<file path="src/assert_macros.svh">
// ---------------------------------------------------------------------------
// Assertion macros
// Shared concurrent assertion wrappers, compiled out when SYNTH is set.
// ---------------------------------------------------------------------------
`ifndef ASSERT_MACROS_SVH
`define ASSERT_MACROS_SVH

`ifndef SYNTH
`define ASSERT_ALWAYS(label, clk, rst, prop, msg) \
   label: assert property (@(posedge clk) disable iff (rst) (prop)) else $error(msg);
`define ASSERT_NEXT(label, clk, rst, ante, cons, msg) \
   label: assert property (@(posedge clk) disable iff (rst) (ante) |=> (cons)) \
      else $error(msg);
`else
`define ASSERT_ALWAYS(label, clk, rst, prop, msg)
`define ASSERT_NEXT(label, clk, rst, ante, cons, msg)
`endif

`endif

</file>
<file path="src/ehp_pkg.sv">
`timescale 1ns / 1ps
// ---------------------------------------------------------------------------
// Header parser package
// Types, constants and codes shared by the header parser modules.
// ---------------------------------------------------------------------------
package ehp_pkg;

   localparam int LENGTH_COUNTER_BITS_DEF = 14;
   localparam int LEN_W                   = 14;
   localparam logic [LEN_W-1:0] LEN_MAX   = '1;

   localparam logic [15:0] TYPE_IPV4  = 16'h0800;
   localparam logic [15:0] TYPE_IPV6  = 16'h86DD;
   localparam logic [15:0] TYPE_QTAG  = 16'h8100;
   localparam logic [15:0] TYPE_ADTAG = 16'h88A8;

   localparam int ETH_HDR_LEN  = 14;
   localparam int VLAN_TAG_LEN = 4;
   localparam int ETYPE_OFS    = ETH_HDR_LEN - 2;
   localparam int V4_MIN_HDR   = 20;
   localparam int V6_HDR_LEN   = 40;
   localparam int L4_PORT_END  = 4;

   localparam logic [7:0] IHL_MASK = 8'h0f;
   localparam logic [3:0] IP_VER4  = 4'd4;
   localparam logic [3:0] IP_VER6  = 4'd6;

   localparam int NS_W = 5;
   localparam logic [NS_W-1:0] NET_START_0 = NS_W'(ETH_HDR_LEN);
   localparam logic [NS_W-1:0] NET_START_1 = NS_W'(ETH_HDR_LEN + VLAN_TAG_LEN);
   localparam logic [NS_W-1:0] NET_START_2 = NS_W'(ETH_HDR_LEN + 2 * VLAN_TAG_LEN);

   localparam int QUEUE_DEPTH = 2;
   localparam int QUEUE_PTR_W = $clog2(QUEUE_DEPTH);
   localparam int QUEUE_CNT_W = $clog2(QUEUE_DEPTH + 1);

   localparam int CSR_ADDR_W = 3;
   localparam int CSR_DATA_W = 32;
   localparam logic REG_IPV6_ENABLE = 1'b0;
   localparam logic REG_LENGTH_CAP  = 1'b1;
   localparam logic [LEN_W-1:0] LENGTH_CAP_RESET = LEN_W'(9000);

   typedef enum logic [1:0] {
      CLASS_PASS      = 2'd0,
      CLASS_MALFORMED = 2'd1,
      CLASS_IPV4      = 2'd2,
      CLASS_IPV6      = 2'd3
   } class_type;

   typedef struct packed {
      logic [7:0] frame_byte;
      logic       last_byte;
   } req_item_type;

   typedef struct packed {
      class_type   frame_class;
      logic [31:0] source_v4;
      logic [63:0] source_v6_upper;
      logic [63:0] source_v6_lower;
      logic [7:0]  protocol_number;
      logic [15:0] destination_port;
      logic [13:0] frame_length;
   } rsp_item_type;

   typedef struct packed {
      logic [LEN_W-1:0] length;
      logic [1:0]       tag_count;
      logic [15:0]      ethertype;
      logic [NS_W-1:0]  net_start;
      logic [5:0]       header_bytes;
      logic [7:0]       first_byte;
      logic [31:0]      v4_source;
      logic [7:0]       protocol;
      logic [15:0]      port;
      logic [63:0]      v6_upper;
      logic [63:0]      v6_lower;
   } summary_type;

endpackage

</file>
<file path="src/ehp_front.sv">
`timescale 1ns / 1ps
// ---------------------------------------------------------------------------
// Header parser front end
// Walks frame bytes, skips VLAN tags, captures header fields, emits a summary.
// ---------------------------------------------------------------------------
module ehp_front #(
   parameter int LENGTH_COUNTER_BITS = ehp_pkg::LENGTH_COUNTER_BITS_DEF
) (
   input  logic                 clock,
   input  logic                 reset,
   input  logic                 in_take,
   input  ehp_pkg::req_item_type in_item,
   output logic                 sum_push,
   output ehp_pkg::summary_type sum_item
);
   import ehp_pkg::*;

   localparam int CW = LENGTH_COUNTER_BITS;
   localparam logic [CW-1:0] COUNT_MAX = '1;
   localparam logic [CW-1:0] ET_A0 = CW'(ETYPE_OFS);
   localparam logic [CW-1:0] ET_A1 = CW'(ETYPE_OFS + 1);
   localparam logic [CW-1:0] ET_B0 = CW'(ETYPE_OFS + VLAN_TAG_LEN);
   localparam logic [CW-1:0] ET_B1 = CW'(ETYPE_OFS + VLAN_TAG_LEN + 1);
   localparam logic [CW-1:0] ET_C0 = CW'(ETYPE_OFS + 2 * VLAN_TAG_LEN);
   localparam logic [CW-1:0] ET_C1 = CW'(ETYPE_OFS + 2 * VLAN_TAG_LEN + 1);
   localparam logic [CW-1:0] V4_PROTO  = CW'(9);
   localparam logic [CW-1:0] V4_SRC_LO = CW'(12);
   localparam logic [CW-1:0] V4_SRC_HI = CW'(15);
   localparam logic [CW-1:0] V6_NH     = CW'(6);
   localparam logic [CW-1:0] V6_UP_LO  = CW'(8);
   localparam logic [CW-1:0] V6_UP_HI  = CW'(15);
   localparam logic [CW-1:0] V6_LO_LO  = CW'(16);
   localparam logic [CW-1:0] V6_LO_HI  = CW'(23);

   logic [CW-1:0]   pos_ff, pos_in;
   logic [15:0]     et_ff, et_in;
   logic [1:0]      tag_ff, tag_in;
   logic [NS_W-1:0] ns_ff, ns_in;
   logic [5:0]      hb_ff, hb_in;
   logic [7:0]      fhb_ff, fhb_in;
   logic [31:0]     v4_ff, v4_in;
   logic [7:0]      proto_ff, proto_in;
   logic [15:0]     port_ff, port_in;
   logic [63:0]     v6u_ff, v6u_in;
   logic [63:0]     v6l_ff, v6l_in;

   logic [CW-1:0] idx, cnt, rel;
   logic [7:0]    b;
   logic          et_take, in_net;

   always_comb begin
      idx = pos_ff;
      b   = in_item.frame_byte;
      cnt = (idx < COUNT_MAX) ? idx + CW'(1) : COUNT_MAX;

      et_take = (idx == ET_A0) || (idx == ET_A1) ||
                (((idx == ET_B0) || (idx == ET_B1)) && (tag_ff != 2'd0)) ||
                (((idx == ET_C0) || (idx == ET_C1)) && (tag_ff == 2'd2));
      et_in  = et_take ? {et_ff[7:0], b} : et_ff;
      tag_in = tag_ff;
      ns_in  = ns_ff;
      if ((idx == ET_A1) && ((et_in == TYPE_QTAG) || (et_in == TYPE_ADTAG))) begin
         tag_in = 2'd1;
         ns_in  = NET_START_1;
      end else if ((idx == ET_B1) && (tag_ff == 2'd1) && (et_in == TYPE_QTAG)) begin
         tag_in = 2'd2;
         ns_in  = NET_START_2;
      end

      in_net   = idx >= CW'(ns_in);
      rel      = idx - CW'(ns_in);
      hb_in    = hb_ff;
      fhb_in   = fhb_ff;
      v4_in    = v4_ff;
      proto_in = proto_ff;
      port_in  = port_ff;
      v6u_in   = v6u_ff;
      v6l_in   = v6l_ff;
      if (in_net) begin
         if (rel == '0) begin
            fhb_in = b;
            hb_in  = 6'({b & IHL_MASK, 2'b00});
         end
         if (et_in == TYPE_IPV4) begin
            if (rel == V4_PROTO) proto_in = b;
            if ((rel >= V4_SRC_LO) && (rel <= V4_SRC_HI)) v4_in = {v4_ff[23:0], b};
            if ((rel == CW'(hb_ff) + CW'(2)) || (rel == CW'(hb_ff) + CW'(3)))
               port_in = {port_ff[7:0], b};
         end else if (et_in == TYPE_IPV6) begin
            if (rel == V6_NH) proto_in = b;
            if ((rel >= V6_UP_LO) && (rel <= V6_UP_HI)) v6u_in = {v6u_ff[55:0], b};
            if ((rel >= V6_LO_LO) && (rel <= V6_LO_HI)) v6l_in = {v6l_ff[55:0], b};
         end
      end

      sum_push              = in_take && in_item.last_byte;
      sum_item.length       = (cnt > CW'(LEN_MAX)) ? LEN_MAX : cnt[LEN_W-1:0];
      sum_item.tag_count    = tag_in;
      sum_item.ethertype    = et_in;
      sum_item.net_start    = ns_in;
      sum_item.header_bytes = hb_in;
      sum_item.first_byte   = fhb_in;
      sum_item.v4_source    = v4_in;
      sum_item.protocol     = proto_in;
      sum_item.port         = port_in;
      sum_item.v6_upper     = v6u_in;
      sum_item.v6_lower     = v6l_in;
   end

   always_ff @(posedge clock) begin
      if (reset || (in_take && in_item.last_byte)) begin
         pos_ff   <= '0;
         et_ff    <= '0;
         tag_ff   <= '0;
         ns_ff    <= NET_START_0;
         hb_ff    <= '0;
         fhb_ff   <= '0;
         v4_ff    <= '0;
         proto_ff <= '0;
         port_ff  <= '0;
         v6u_ff   <= '0;
         v6l_ff   <= '0;
      end else if (in_take) begin
         pos_ff   <= cnt;
         et_ff    <= et_in;
         tag_ff   <= tag_in;
         ns_ff    <= ns_in;
         hb_ff    <= hb_in;
         fhb_ff   <= fhb_in;
         v4_ff    <= v4_in;
         proto_ff <= proto_in;
         port_ff  <= port_in;
         v6u_ff   <= v6u_in;
         v6l_ff   <= v6l_in;
      end
   end

endmodule

</file>
<file path="src/ehp_queue.sv">
`timescale 1ns / 1ps
`include "assert_macros.svh"
// ---------------------------------------------------------------------------
// Summary queue
// Short queue of frame summaries between the front and back ends.
// ---------------------------------------------------------------------------
module ehp_queue (
   input  logic                 clock,
   input  logic                 reset,
   input  logic                 wr_en,
   input  ehp_pkg::summary_type wr_item,
   output logic                 q_full,
   input  logic                 rd_en,
   output logic                 q_empty,
   output ehp_pkg::summary_type rd_item
);
   import ehp_pkg::*;

   summary_type            slot_ff [QUEUE_DEPTH];
   logic [QUEUE_PTR_W-1:0] wptr_ff, wptr_in, rptr_ff, rptr_in;
   logic [QUEUE_CNT_W-1:0] count_ff, count_in;
   logic                   do_wr, do_rd;

   always_comb begin
      q_full   = count_ff == QUEUE_CNT_W'(QUEUE_DEPTH);
      q_empty  = count_ff == '0;
      do_wr    = wr_en && !q_full;
      do_rd    = rd_en && !q_empty;
      rd_item  = slot_ff[rptr_ff];
      wptr_in  = (wptr_ff == QUEUE_PTR_W'(QUEUE_DEPTH - 1)) ? '0 : wptr_ff + 1'b1;
      rptr_in  = (rptr_ff == QUEUE_PTR_W'(QUEUE_DEPTH - 1)) ? '0 : rptr_ff + 1'b1;
      count_in = count_ff + QUEUE_CNT_W'(do_wr) - QUEUE_CNT_W'(do_rd);
   end

   always_ff @(posedge clock) begin
      if (do_wr) begin
         slot_ff[wptr_ff] <= wr_item;
      end
   end

   always_ff @(posedge clock) begin
      if (reset) begin
         wptr_ff  <= '0;
         rptr_ff  <= '0;
         count_ff <= '0;
      end else begin
         if (do_wr) wptr_ff <= wptr_in;
         if (do_rd) rptr_ff <= rptr_in;
         count_ff <= count_in;
      end
   end

   `ASSERT_ALWAYS(a_count_bound, clock, reset, count_ff <= QUEUE_CNT_W'(QUEUE_DEPTH), "queue count over depth")
   `ASSERT_NEXT(a_count_up, clock, reset, do_wr && !do_rd, count_ff == $past(count_ff) + 1'b1, "queue count did not advance")
   `ASSERT_NEXT(a_count_down, clock, reset, do_rd && !do_wr, count_ff == $past(count_ff) - 1'b1, "queue count did not drop")

endmodule

</file>
<file path="src/ehp_back.sv">
`timescale 1ns / 1ps
// ---------------------------------------------------------------------------
// Header parser back end
// Classifies a frame summary and holds the result until it is taken.
// ---------------------------------------------------------------------------
module ehp_back (
   input  logic                        clock,
   input  logic                        reset,
   input  logic                        q_empty,
   input  ehp_pkg::summary_type        sum_item,
   output logic                        q_rd,
   input  logic                        ipv6_enable,
   input  logic [ehp_pkg::LEN_W-1:0]   length_cap,
   input  logic                        out_pop,
   output logic                        out_empty,
   output ehp_pkg::rsp_item_type       out_item
);
   import ehp_pkg::*;

   logic         valid_ff, valid_in;
   rsp_item_type res_ff, res_in;
   logic         load;
   logic [6:0]   ns7, v4_min, hdr_end, l4_end, v6_min;
   logic [LEN_W-1:0] n;

   always_comb begin
      n       = sum_item.length;
      ns7     = 7'(sum_item.net_start);
      v4_min  = ns7 + 7'(V4_MIN_HDR);
      hdr_end = ns7 + 7'(sum_item.header_bytes);
      l4_end  = hdr_end + 7'(L4_PORT_END);
      v6_min  = ns7 + 7'(V6_HDR_LEN);

      res_in                  = '0;
      res_in.frame_class      = CLASS_PASS;
      res_in.frame_length     = (n < length_cap) ? n : length_cap;
      priority if (n < LEN_W'(ETH_HDR_LEN)) begin
         res_in.frame_class = CLASS_PASS;
      end else if ((sum_item.tag_count != 2'd0) && (n < LEN_W'(NET_START_1))) begin
         res_in.frame_class = CLASS_MALFORMED;
      end else if ((sum_item.tag_count == 2'd2) && (n < LEN_W'(NET_START_2))) begin
         res_in.frame_class = CLASS_MALFORMED;
      end else if (sum_item.ethertype == TYPE_IPV4) begin
         if ((n < LEN_W'(v4_min)) || (sum_item.first_byte[7:4] != IP_VER4) ||
             (sum_item.header_bytes < 6'(V4_MIN_HDR)) || (n < LEN_W'(hdr_end))) begin
            res_in.frame_class = CLASS_MALFORMED;
         end else begin
            res_in.frame_class     = CLASS_IPV4;
            res_in.source_v4       = sum_item.v4_source;
            res_in.protocol_number = sum_item.protocol;
            if (n >= LEN_W'(l4_end)) res_in.destination_port = sum_item.port;
         end
      end else if ((sum_item.ethertype == TYPE_IPV6) && ipv6_enable) begin
         if ((n < LEN_W'(v6_min)) || (sum_item.first_byte[7:4] != IP_VER6)) begin
            res_in.frame_class = CLASS_MALFORMED;
         end else begin
            res_in.frame_class     = CLASS_IPV6;
            res_in.source_v6_upper = sum_item.v6_upper;
            res_in.source_v6_lower = sum_item.v6_lower;
            res_in.protocol_number = sum_item.protocol;
         end
      end else begin
         res_in.frame_class = CLASS_PASS;
      end

      load      = !valid_ff || out_pop;
      q_rd      = load && !q_empty;
      valid_in  = q_rd ? 1'b1 : (out_pop ? 1'b0 : valid_ff);
      out_empty = !valid_ff;
      out_item  = res_ff;
   end

   always_ff @(posedge clock) begin
      if (q_rd) begin
         res_ff <= res_in;
      end
   end

   always_ff @(posedge clock) begin
      if (reset) begin
         valid_ff <= 1'b0;
      end else begin
         valid_ff <= valid_in;
      end
   end

endmodule

</file>
<file path="src/ethernet_ip_header_parser_unit.sv">
`timescale 1ns / 1ps
// ---------------------------------------------------------------------------
// Ethernet IP header parser
// Parses Ethernet, VLAN, IPv4 and IPv6 headers and reports one result per frame.
// ---------------------------------------------------------------------------
// Throughput: one frame byte per cycle while the queue is not full, set by the front end's per-byte capture.
// Result path: the summary is written into the queue when the last byte is taken, then
//   loads the result register once that register is free.
// Reset: synchronous; clears frame state, queue and result valid flag, loads register defaults.
module ethernet_ip_header_parser_unit #(
   parameter int LENGTH_COUNTER_BITS = ehp_pkg::LENGTH_COUNTER_BITS_DEF
) (
   input  logic                              clock,
   input  logic                              reset,
   input  logic                              push,
   output logic                              full,
   input  ehp_pkg::req_item_type             req_item,
   output logic                              empty,
   input  logic                              pop,
   output ehp_pkg::rsp_item_type             rsp_item,
   input  logic                              psel,
   input  logic                              penable,
   input  logic                              pwrite,
   input  logic [ehp_pkg::CSR_ADDR_W-1:0]    paddr,
   input  logic [ehp_pkg::CSR_DATA_W-1:0]    pwdata,
   output logic [ehp_pkg::CSR_DATA_W-1:0]    prdata,
   output logic                              pready
);
   import ehp_pkg::*;

   logic             ipv6_en_ff, ipv6_en_in;
   logic [LEN_W-1:0] cap_ff, cap_in;
   logic             csr_wr, in_take, sum_push, q_full, q_empty, q_rd;
   summary_type      sum_item, head_item;

   always_comb begin
      pready     = 1'b1;
      csr_wr     = psel && penable && pwrite && pready;
      ipv6_en_in = ipv6_en_ff;
      cap_in     = cap_ff;
      if (csr_wr) begin
         unique case (paddr[2])
            REG_IPV6_ENABLE: ipv6_en_in = pwdata[0];
            REG_LENGTH_CAP:  cap_in     = pwdata[LEN_W-1:0];
            default:         cap_in     = cap_ff;
         endcase
      end
      unique case (paddr[2])
         REG_IPV6_ENABLE: prdata = CSR_DATA_W'(ipv6_en_ff);
         REG_LENGTH_CAP:  prdata = CSR_DATA_W'(cap_ff);
         default:         prdata = '0;
      endcase
      full    = q_full;
      in_take = push && !q_full;
   end

   always_ff @(posedge clock) begin
      if (reset) begin
         ipv6_en_ff <= 1'b1;
         cap_ff     <= LENGTH_CAP_RESET;
      end else begin
         ipv6_en_ff <= ipv6_en_in;
         cap_ff     <= cap_in;
      end
   end

   ehp_front #(
      .LENGTH_COUNTER_BITS(LENGTH_COUNTER_BITS)
   ) u_front (
      .clock    (clock),
      .reset    (reset),
      .in_take  (in_take),
      .in_item  (req_item),
      .sum_push (sum_push),
      .sum_item (sum_item)
   );

   ehp_queue u_queue (
      .clock   (clock),
      .reset   (reset),
      .wr_en   (sum_push),
      .wr_item (sum_item),
      .q_full  (q_full),
      .rd_en   (q_rd),
      .q_empty (q_empty),
      .rd_item (head_item)
   );

   ehp_back u_back (
      .clock       (clock),
      .reset       (reset),
      .q_empty     (q_empty),
      .sum_item    (head_item),
      .q_rd        (q_rd),
      .ipv6_enable (ipv6_en_ff),
      .length_cap  (cap_ff),
      .out_pop     (pop),
      .out_empty   (empty),
      .out_item    (rsp_item)
   );

endmodule
</file>
<file path="config.mk">
export PLATFORM = sky130hd
export DESIGN_NAME = ethernet_ip_header_parser_unit
export DESIGN_NICKNAME = d
export VERILOG_FILES = /design/src/ehp_pkg.sv /design/src/ehp_front.sv /design/src/ehp_queue.sv /design/src/ehp_back.sv /design/src/ethernet_ip_header_parser_unit.sv
export VERILOG_INCLUDE_DIRS = /design/src /design/src/src
export SDC_FILE = /design/constraint.sdc
export NUM_CORES = 1
export LEC_CHECK = 0
export BUFFER_PORTS_ARGS = -buffer_cell sky130_fd_sc_hd__buf_4
export CORE_ASPECT_RATIO = 0.7
export CORE_MARGIN = 3
export CORE_UTILIZATION = 45
export CTS_BUF_LIST = sky130_fd_sc_hd__clkbuf_4
export DETAILED_ROUTE_END_ITERATION = 8
export PLACE_DENSITY = 0.73
export SLEW_MARGIN = 20
export SYNTH_ARGS = -nofsm -noshare
export SYNTH_HDL_FRONTEND = slang
export SYNTH_HIERARCHICAL = 1
export SYNTH_SLANG_ARGS = --single-unit
</file>
<file path="constraint.sdc">
create_clock -name clock -period 18.4 [get_ports clock]
set_input_delay 3.68 -clock clock [delete_from_list [all_inputs] [get_ports clock]]
set_output_delay 3.68 -clock clock [all_outputs]
set_load 0.1 [all_outputs]
</file>
==> run_results.csv <==
group,metric,value,unit
floorplanning,die_area,92300,µm²
cts,cts.repair.resized,0,
drt,dr.first_iter.drc_count,1691,
sta,fin_crit,9.15,ns
grt,grt_overflow_total,0,
sta,setup_viol,0,
final_layout,final_cells,4448,
pwr,pwr-share-seq,0.401,
worst_hold_path,min_path_type,"reg -> reg",
cts,clockBufferDepth,3,
pwr,pwr-share-comb,0.350,
run,maxCapViolations,0,
sta,worst_pin_slew,1.10,ns
floorplanning,core_area,86900,µm²
grt,grt_pass1_vias,22494,
pwr,p_leak,17.6,nW
drt,vias_per_cell,5.12,
pwr,clockPowerShare,0.249,
final_layout,drive_gt1_frac,0.336,
placed_design,dp.cells,4046,
pwr,ir_worst_vdd,114,µV
drt,antenna_left,0,
floorplanning,fp-row-count,90,
final_layout,area_growth,13.4,%
run_status,status,"finished clean",
pwr,design_power_total,0.00667,W
floorplanning,die_w,362,µm
final_layout,fillCellCount,7402,
cts,cts_root_buf,"clkbuf_4",
final_layout,mostFrequentLayoutCells,"662 x edfxtp_1, 332 x clkbuf_4, 294 x mux2_2, 274 x buf_4, 251 x dfxtp_1",
setup_path,r2r_slack,11.15,ns
setup_path,arrival,10.03,ns
pwr,power.switching,0.00269,W
grt,grt.total_usage,0.177,
grt,antenna_found_initial,3,
floorplanning,start_util,0.459,
cts,clk_latency,1.03,ns
sta,post-route-period-util,0.498,
setup_path,cp_max_fo,56,
setup_path,crit_type,"in -> reg",
setup_path,worstSetupEndpointType,"flip-flop",
sta,fin_skew,0.0874,ns
synthesis,syn_area,39900,µm²
floorplanning,die_h,255,µm
drt,drc,0,
placed_design,gp_congestion,0.791,
sta,maxSlewHeadroom,0.267,
synthesis,syn_inst,2777,
setup_path,r2r-end,"u_front/v6l_ff[52]",
setup_path,reg2reg_from,"u_front/et_ff[2]",
final_layout,nNetsFinal,3220,
synthesis,syn-mean-instance-area,14.4,µm²
setup_path,reg2regPathDepth,19,
setup_path,cp-start-kind,"input port",
drt,drtPass1Iterations,5,
drt,wl,82300,µm
setup_path,required,19.27,ns
grt,grt_pass1_wl,127000,µm
sta,rsz0062_at_grt,"false",
floorplanning,io_pins,286,
pwr,power.internal,0.00398,W
worst_hold_path,hp-start,"u_front/v4_ff[30]",
sta,finalHoldViolCount,0,
cts,path_clk_slew,0.07,ns
drt,vias,22776,
worst_hold_path,min_to,"u_front/v4_ff[30]",
cts,cts.sinks,914,
placed_design,post-dp-hpwl,50100,µm
drt,wl_per_cell,18.5,µm
synthesis,yosysWarnings,6,
placed_design,io_buffer_count,246,
pwr,p_sw_frac,0.403,
cts,cts_tree,"done",
cts,cts_hold_buf,0,
sta,setup_tns,0,ns
worst_hold_path,min_path_cells,2,
sta,finalMaxSlewViolations,0,
sta,fmax,109,MHz
cts,numCtsBuffers,211,
final_layout,layout_commonest_cell,"edfxtp_1",
final_layout,post-route-util,0.520,
pwr,power.density,148,nW/µm²
cts,htreeDepth,4,
grt,grt_start_max_net_pins,106,
cts,post_cts.repair.setup_buffers,0,
-- state kept, by name, indices dropped and copies added, names as in the netlist, 2 cells and up, named ones only --
| name | count |
|---|---|
| u_front/ns_ff | 5 |
| u_front/fhb_ff | 4 |
| u_front/port_ff | 16 |
| u_queue/count_ff | 2 |
| u_front/tag_ff | 2 |
| u_front/v4_ff | 32 |
| u_front/v6u_ff | 64 |
| cap_ff | 14 |
| u_front/idx | 14 |
| u_back/out_item | 200 |
| u_front/proto_ff | 8 |
| u_front/hb_ff | 6 |
| u_front/et_ff | 16 |
| u_front/v6l_ff | 64 |
| u_queue/slot_ff | 462 |
-- layer usage --
| layer | GRT usage | vias to the layer above | routed length [µm] |
|---|---|---|---|
| met4 | 0.0584 | 4 | 1370 |
| met1 | 0.246 | 11106 | 38000 |
| li1 | - | 10916 | - |
| met2 | 0.271 | 629 | 37600 |
| met5 | 0 | - | 32 |
| met3 | 0.0453 | 121 | 5390 |
-- stage by stage --
step           instance area [µm²]  hold WS (ns)  setup slack, ns
2_1_floorplan                39900         0.421             4.20
6_report                     45200         0.455             9.25
3_5_place_dp                 42300         0.443             8.31
4_1_cts                      45200         0.457             9.49
5_1_grt                      45200         0.481             8.87
3_3_place_gp                 42300         0.434             8.38
-- critical path: stages --
cell and delay, ns:
buf_4 0.21, or4_1 0.58, nor3_1 0.24, nand4_1 0.13
mux2i_1 0.23, and4_1 0.30, o21bai_1 0.26, inv_1 0.12
and2_1 0.23, ha_1 0.24, fa_1 0.39, nand2b_1 0.21
a21oi_1 0.42, or3_1 0.23, o2111ai_2 0.20, a21oi_1 0.48
nand4_1 0.74, buf_4 0.67, mux2i_1 0.30, nor2_1 0.06
-- power by group through the flow --
stage | logic, W | clock network [W] | registers, W
floorplan | 0.000714 | 0 | 0.00397
global placement | 0.00234 | 0 | 0.00272
detailed placement | 0.00235 | 0 | 0.00272
CTS | 0.00235 | 0.00172 | 0.00268
global route | 0.00244 | 0.00183 | 0.00270
finish | 0.00234 | 0.00166 | 0.00268
-- how the worst max path moves through the flow --
stage / slack (ns) / endpoint / from / cells after the start
6_report: 9.25 / u_front/v6l_ff[52] / req_item[2] / 20
5_1_grt: 8.87 / u_front/v6l_ff[49] / req_item[2] / 20
4_1_cts: 9.49 / u_front/v6l_ff[52] / req_item[2] / 20
3_5_place_dp: 8.31 / u_front/v6l_ff[52] / req_item[2] / 20
3_3_place_gp: 8.38 / u_front/v6l_ff[55] / req_item[2] / 20
2_1_floorplan: 4.20 / u_queue/count_ff[1] / pop / 9
-- cell type report --
type | instances | area (µm²) | share of cell area
clock inverters | 65 | 377 | 0.00833
multi-input cells | 1656 | 13700 | 0.303
repair buffers | 275 | 2080 | 0.0461
well taps | 1150 | 1440 | 0.0318
diodes | 4 | 10.0 | 0.000221
clock buffers | 332 | 2490 | 0.0551
flip-flops and latches | 914 | 24900 | 0.551
inverters | 52 | 203 | 0.00448
No activity file was read; power rests on OpenSTA's default activity.
